### config.mk
export PLATFORM = sky130hd
export DESIGN_NAME = ghst_ctrl
export DESIGN_NICKNAME = d
export VERILOG_FILES = /design/src/design/ghst_pkg.sv /design/src/design/ghst_ctrl.sv
export SDC_FILE = /design/constraint.sdc
export NUM_CORES = 1
export LEC_CHECK = 0
export BUFFER_PORTS_ARGS = -buffer_cell sky130_fd_sc_hd__buf_4
export CAP_MARGIN = 5
export CORE_AREA = 2 2 39 41
export DETAILED_ROUTE_END_ITERATION = 16
export DIE_AREA = 0 0 41 43
export GPL_TIMING_DRIVEN = 1
export SETUP_SLACK_MARGIN = 0.2
export SYNTH_ARGS = -nofsm -noshare
export SYNTH_HDL_FRONTEND = slang
export SYNTH_SLANG_ARGS = --single-unit
### constraint.sdc
create_clock -name clk -period 1.2 [get_ports clk]
set_input_delay 0.18 -clock clk [delete_from_list [all_inputs] [get_ports clk]]
set_output_delay 0.18 -clock clk [all_outputs]
set_load 0.05 [all_outputs]
### src/design/ghst_pkg.sv
// Shared types for the generational handle slot table: command codes and control links.
package ghst_pkg;

    // Input command codes
    typedef enum logic [1:0] {
        CMD_ADD     = 2'd0,
        CMD_LOOKUP  = 2'd1,
        CMD_RELEASE = 2'd2,
        CMD_CLEAR   = 2'd3
    } cmd_code_t;

    // Controller to datapath commands
    typedef struct packed {
        logic load;          // take an input beat, start the slot read
        logic handle_finish; // finish lookup or release
        logic add_step;      // scanned slot busy, read the next one
        logic add_reuse;     // scanned slot free, claim it
        logic add_append;    // nothing free below the mark, append or fail
        logic clear;         // empty the table
    } ctrl_cmd_t;

    // Datapath to controller status
    typedef struct packed {
        logic out_free;  // result register can take a beat this cycle
        logic scan_end;  // scan pointer reached the high-water mark
        logic slot_free; // slot under the scan pointer is free
    } dp_status_t;

endpackage

### src/design/ghst_ctrl.sv
// Controller state machine for the generational handle slot table.
module ghst_ctrl
(
    input  logic                  clk,
    input  logic                  rst_n,
    input  logic                  in_valid,
    input  ghst_pkg::cmd_code_t   command,
    input  ghst_pkg::dp_status_t  status,
    output logic                  in_stall,
    output ghst_pkg::ctrl_cmd_t   cmd
);
    import ghst_pkg::*;

    typedef enum logic [3:0] {
        ST_IDLE   = 4'b0001,
        ST_HANDLE = 4'b0010,
        ST_ADD    = 4'b0100,
        ST_CLEAR  = 4'b1000
    } state_t;

    state_t state_reg;
    state_t state_next;

    // Input side is open only between operations
    assign in_stall = (state_reg != ST_IDLE);

    // Next state and command decode
    always_comb
    begin
        state_next = state_reg;
        cmd        = '0;
        case (state_reg)
            ST_IDLE:
            begin
                if (in_valid)
                begin
                    cmd.load = 1'b1;
                    case (command)
                        CMD_ADD:     state_next = ST_ADD;
                        CMD_LOOKUP:  state_next = ST_HANDLE;
                        CMD_RELEASE: state_next = ST_HANDLE;
                        CMD_CLEAR:   state_next = ST_CLEAR;
                        default:     state_next = ST_IDLE;
                    endcase
                end
            end
            ST_HANDLE:
            begin
                if (status.out_free)
                begin
                    cmd.handle_finish = 1'b1;
                    state_next        = ST_IDLE;
                end
            end
            ST_ADD:
            begin
                if (status.scan_end)
                begin
                    if (status.out_free)
                    begin
                        cmd.add_append = 1'b1;
                        state_next     = ST_IDLE;
                    end
                end
                else if (!status.slot_free)
                begin
                    cmd.add_step = 1'b1;
                end
                else if (status.out_free)
                begin
                    cmd.add_reuse = 1'b1;
                    state_next    = ST_IDLE;
                end
            end
            ST_CLEAR:
            begin
                if (status.out_free)
                begin
                    cmd.clear  = 1'b1;
                    state_next = ST_IDLE;
                end
            end
            default:
            begin
                state_next = ST_IDLE;
            end
        endcase
    end

    // State register
    always_ff @(posedge clk or negedge rst_n)
    begin
        if (!rst_n)
        begin
            state_reg <= ST_IDLE;
        end
        else
        begin
            state_reg <= state_next;
        end
    end

endmodule

==> impl_results.rst <==
.. list-table::
   :header-rows: 1

   * - Metric
     - Value
   * - Vias in the first global route
     - around 330
   * - Sum of net half-perimeters after detailed placement
     - ~620 um
   * - Worst setup EP type
     - primary output
   * - Port Buf Inserts
     - 14
   * - Peak Freq
     - around 650 MHz
   * - Worst reg2reg setup slack
     - -290 ps
   * - Number of antenna violations at the first check in global routing
     - 0
   * - Multiplexer share of the synthesized area
     - 0%
   * - Clock skew after layout
     - between 4 and 5 ps
   * - Critical Path Source Type
     - flip-flop
   * - Met3 demand-to-capacity share in global routing
     - under 10%
   * - GR met1 Demand/Resource
     - ~16%
   * - Synth-to-layout area growth
     - 130.2%
   * - Global placer's final weighted congestion
     - 0.6847
   * - IO Count
     - 15
   * - Fraction of the yosys area taken by sequential cells
     - between 30 and 40%
   * - Final Core Density
     - approximately 50%
   * - CTS tree
     - done
   * - Maximum number of pins on one net before global-route repair
     - 7
   * - Mean instance size in the synthesized netlist
     - between 9 and 10 sq um
   * - YS warnings
     - 0
   * - Fin. max-slew vios
     - 0
   * - Leak Pwr
     - around 0.34 nW
   * - Netlist area before placement
     - approximately 300 sq um
   * - Violations in the final reports
     - negative setup slack
   * - Synth Area in Compound Gates
     - between 10% and 20%
   * - Synthesized-area fraction occupied by and/or/nand/nor cells
     - around a third
   * - First-pass GRT wire length
     - approximately 1400 um
   * - Minimum setup slack in the final design
     - -345.8 ps
   * - Total Neg Setup Slack
     - -2913 ps
   * - Setup repair after global routing missed its margin
     - yes
   * - Nets
     - 74
   * - Initial core utilization
     - 21.88%
   * - Pre-CTS worst setup slack
     - -129.2 ps
   * - Worst Max-Slew Pin Slew
     - around 250 ps
   * - Post-detailed-route via-to-cell ratio
     - 4.506
   * - Relative slew slack
     - ~83%
   * - Cell area after layout
     - roughly 700 sq um
   * - Sum of buffers and inverters on the critical path
     - 1
   * - Number of DRC violations after detailed-routing iteration 0
     - 4
   * - Fraction of final layout cells sized beyond drive strength 1
     - 76.19%
   * - Sum of internal, switching and leakage power
     - around 1.1 mW
   * - Diodes inserted
     - 0
   * - Number of maximum-capacitance violations
     - 0
   * - Largest family of logic cells by synthesized area
     - simple AND/OR/NAND/NOR gates
   * - Xor/xnor cell area share of the yosys netlist
     - slightly below 3%
   * - Adder-cell area share of the yosys netlist
     - just over 8%
   * - Required time of the critical path
     - around 1000 ps
   * - Largest buffer count on any clock path
     - 2
   * - Total grt overflow
     - 0
   * - Antenna-violating nets left
     - 0
   * - Vert. Die Dim
     - between 40 and 50 um
   * - Critical path fanouts, max
     - 5
   * - Distinct cells, synth
     - 21
   * - # setup viols final
     - 11
   * - Number of filler instances in the final layout
     - about 120
   * - Series of cell instances along the critical path
     - nor2b_4 > nand3_2 > nor3b_4 > buf_6
   * - Number of buffers inserted during clock tree synthesis
     - 3
   * - Minimum clock period after layout
     - between 1500 and 2000 ps
   * - Clk root buf
     - sky130_fd_sc_hd__clkbuf_4
   * - H-tree level count
     - 1
   * - WL/cell
     - between 10 and 15 um
   * - Arr. time, crit path
     - about 1400 ps
   * - Post-route DRC
     - 0
   * - Flip-flop count of the largest register, all copies and words added
     - 4
   * - WL final
     - just under 1000 um
   * - Part of the cycle the worst path needs
     - 128.8%
   * - VDD IR max
     - just over 800 uV
   * - Register bit count reported by yosys
     - 4
   * - Overall fraction of global-route tracks in use
     - about 12%
   * - Family with the most delay on the worst path
     - flip-flops
   * - Drt pass-1 iters
     - 4
   * - Core region area
     - 0.001384 sq mm
   * - Floorplan die width
     - 41 um
   * - Placement row count
     - 14
   * - Run status
     - finished, violations left
   * - Power density over cell area
     - roughly 1600 mW/mm^2
   * - Via count
     - between 300 and 400
   * - Hold/Removal Path Class
     - in2reg
   * - Full die area
     - around 0.0018 sq mm
   * - Stage delay of the slowest cell on the critical path
     - ~470 ps
   * - Insertion delay of the later-clocked pin in the worst-skew pair
     - ~240 ps
   * - WS Path Type
     - reg2out
   * - Total placed instance area
     - ~520 sq um
   * - Met2 global-route usage
     - between 10% and 20%
   * - Clk pin slew, worst setup/hold paths
     - 40 ps
   * - Global-route layer with the greatest usage
     - met1
   * - Clock Sink Count
     - 4
   * - Slowest-stage cell, CP
     - sky130_fd_sc_hd__dfrtp_2
   * - Number of cells produced by synthesis
     - 31
   * - Count of final hold-check violations
     - 0
   * - Mapped Nets
     - 41
## synth_stat cells
| master | count | area (sq um) |
|---|---|---|
| sky130_fd_sc_hd__inv_1 | 4 | 15.01 |
| sky130_fd_sc_hd__nor2_1 | 4 | 15.01 |
| sky130_fd_sc_hd__dfrtp_1 | 3 | 75.07 |
| sky130_fd_sc_hd__a22o_2 | 2 | 20.02 |
| sky130_fd_sc_hd__ha_1 | 2 | 25.02 |
| sky130_fd_sc_hd__a221o_1 | 1 | 10.01 |
| sky130_fd_sc_hd__and2_4 | 1 | 8.760 |
| sky130_fd_sc_hd__and3_2 | 1 | 7.510 |
| sky130_fd_sc_hd__and4b_1 | 1 | 10.01 |
| sky130_fd_sc_hd__dfstp_2 | 1 | 26.28 |
| sky130_fd_sc_hd__nand2_1 | 1 | 3.750 |
| sky130_fd_sc_hd__nand2b_1 | 1 | 6.260 |
| sky130_fd_sc_hd__nand3_1 | 1 | 5.000 |
| sky130_fd_sc_hd__nor2b_1 | 1 | 6.260 |
| sky130_fd_sc_hd__nor3b_1 | 1 | 7.510 |
| sky130_fd_sc_hd__nor4_1 | 1 | 6.260 |
| sky130_fd_sc_hd__nor4b_4 | 1 | 23.77 |
| sky130_fd_sc_hd__o211a_1 | 1 | 10.01 |
| sky130_fd_sc_hd__o21ai_0 | 1 | 5.000 |
| sky130_fd_sc_hd__o31ai_1 | 1 | 7.510 |
| sky130_fd_sc_hd__xor2_1 | 1 | 8.760 |
## layout make-up
| type | instances | area [sq um] | share of cell area [%] |
|---|---|---|---|
| Timing Repair Buffer | 28 | 272.8 | 39.14 |
| Multi-Input combinational cell | 23 | 257.7 | 36.98 |
| Sequential cell | 4 | 105.1 | 15.08 |
| Clock buffer | 4 | 26.28 | 3.770 |
| Tap cell | 16 | 20.02 | 2.873 |
| Inverter | 4 | 15.01 | 2.154 |
## path summary, 6_finish.rpt
| check | from | endpoint | cells past startpoint |
|---|---|---|---|
| setup / recovery | state_reg[3] | cmd[2] | 4 |
| hold / removal | in_valid | state_reg[0] | 3 |
| setup reg to reg | state_reg[3] | state_reg[2] | 5 |
| hold reg to reg | state_reg[3] | state_reg[3] | 2 |
| max in group asynchronous | rst_n | state_reg[0] | 2 |
| min in group asynchronous | rst_n | state_reg[2] | 2 |
## worst reg2reg max path, stage by stage (launching register included)
cell and delay [ps]:
sky130_fd_sc_hd__dfrtp_2 470, sky130_fd_sc_hd__buf_6 150, sky130_fd_sc_hd__buf_6 100, sky130_fd_sc_hd__buf_6 110, sky130_fd_sc_hd__o211a_4 260, sky130_fd_sc_hd__a221o_1 290
## logic make-up (layout without fill, tap and decap cells)
logic type / Yosys count / after routing
AOI/OAI and AO/OA: 6 / 6
xor gates and xnor gates: 1 / 1
adders and majority gates: 2 / 2
buffers and inverters: 4 / 36
DFF: 4 / 4
and+or+nand+nor: 14 / 14
## repair_timing
| action | 4_1_cts | 5_1_grt |
|---|---|---|
| buffers inserted | 4 | 4 |
| hold endpoints to repair | 4 | 0 |
| pin swaps | 3 | 4 |
| setup endpoints to repair | 11 | 11 |
| resized for setup | 13 | 7 |
| hold buffers | 1 | 0 |
## metrics by stage
| step | hold WS (ps) | instances |
|---|---|---|
| 2_1_floorplan | -115.6 | 31 |
| 3_3_place_gp | -22.45 | 66 |
| 3_5_place_dp | -22.31 | 66 |
| 4_1_cts | 188.6 | 75 |
| 5_1_grt | 211.1 | 79 |
| 6_report | 197.1 | 79 |
## power by group
group	internal (mW)	switching, mW	leakage [nW]
clock network	0.126	0.0666	0.0150
logic	0.350	0.319	0.273
registers	0.183	0.0613	0.0467
total	0.659	0.447	0.335
## routing by layer
layer	vias up	share of wire (%)	routed length [um]
li1	175	-	-
met1	169	38	373
met2	10	55	531
met3	2	5.3	51
met4	0	1.5	15
met5	-	0	0
## layout by cell type, fill, tap and decap left out, types with 2 or more instances in the layout
master and instances:
sky130_fd_sc_hd__buf_4 14, sky130_fd_sc_hd__buf_6 10, sky130_fd_sc_hd__buf_8 3, sky130_fd_sc_hd__clkbuf_4 3, sky130_fd_sc_hd__dfrtp_2 3, sky130_fd_sc_hd__ha_1 2
sky130_fd_sc_hd__inv_1 3, sky130_fd_sc_hd__nor2_1 2
(Power assumes the default switching activity.)
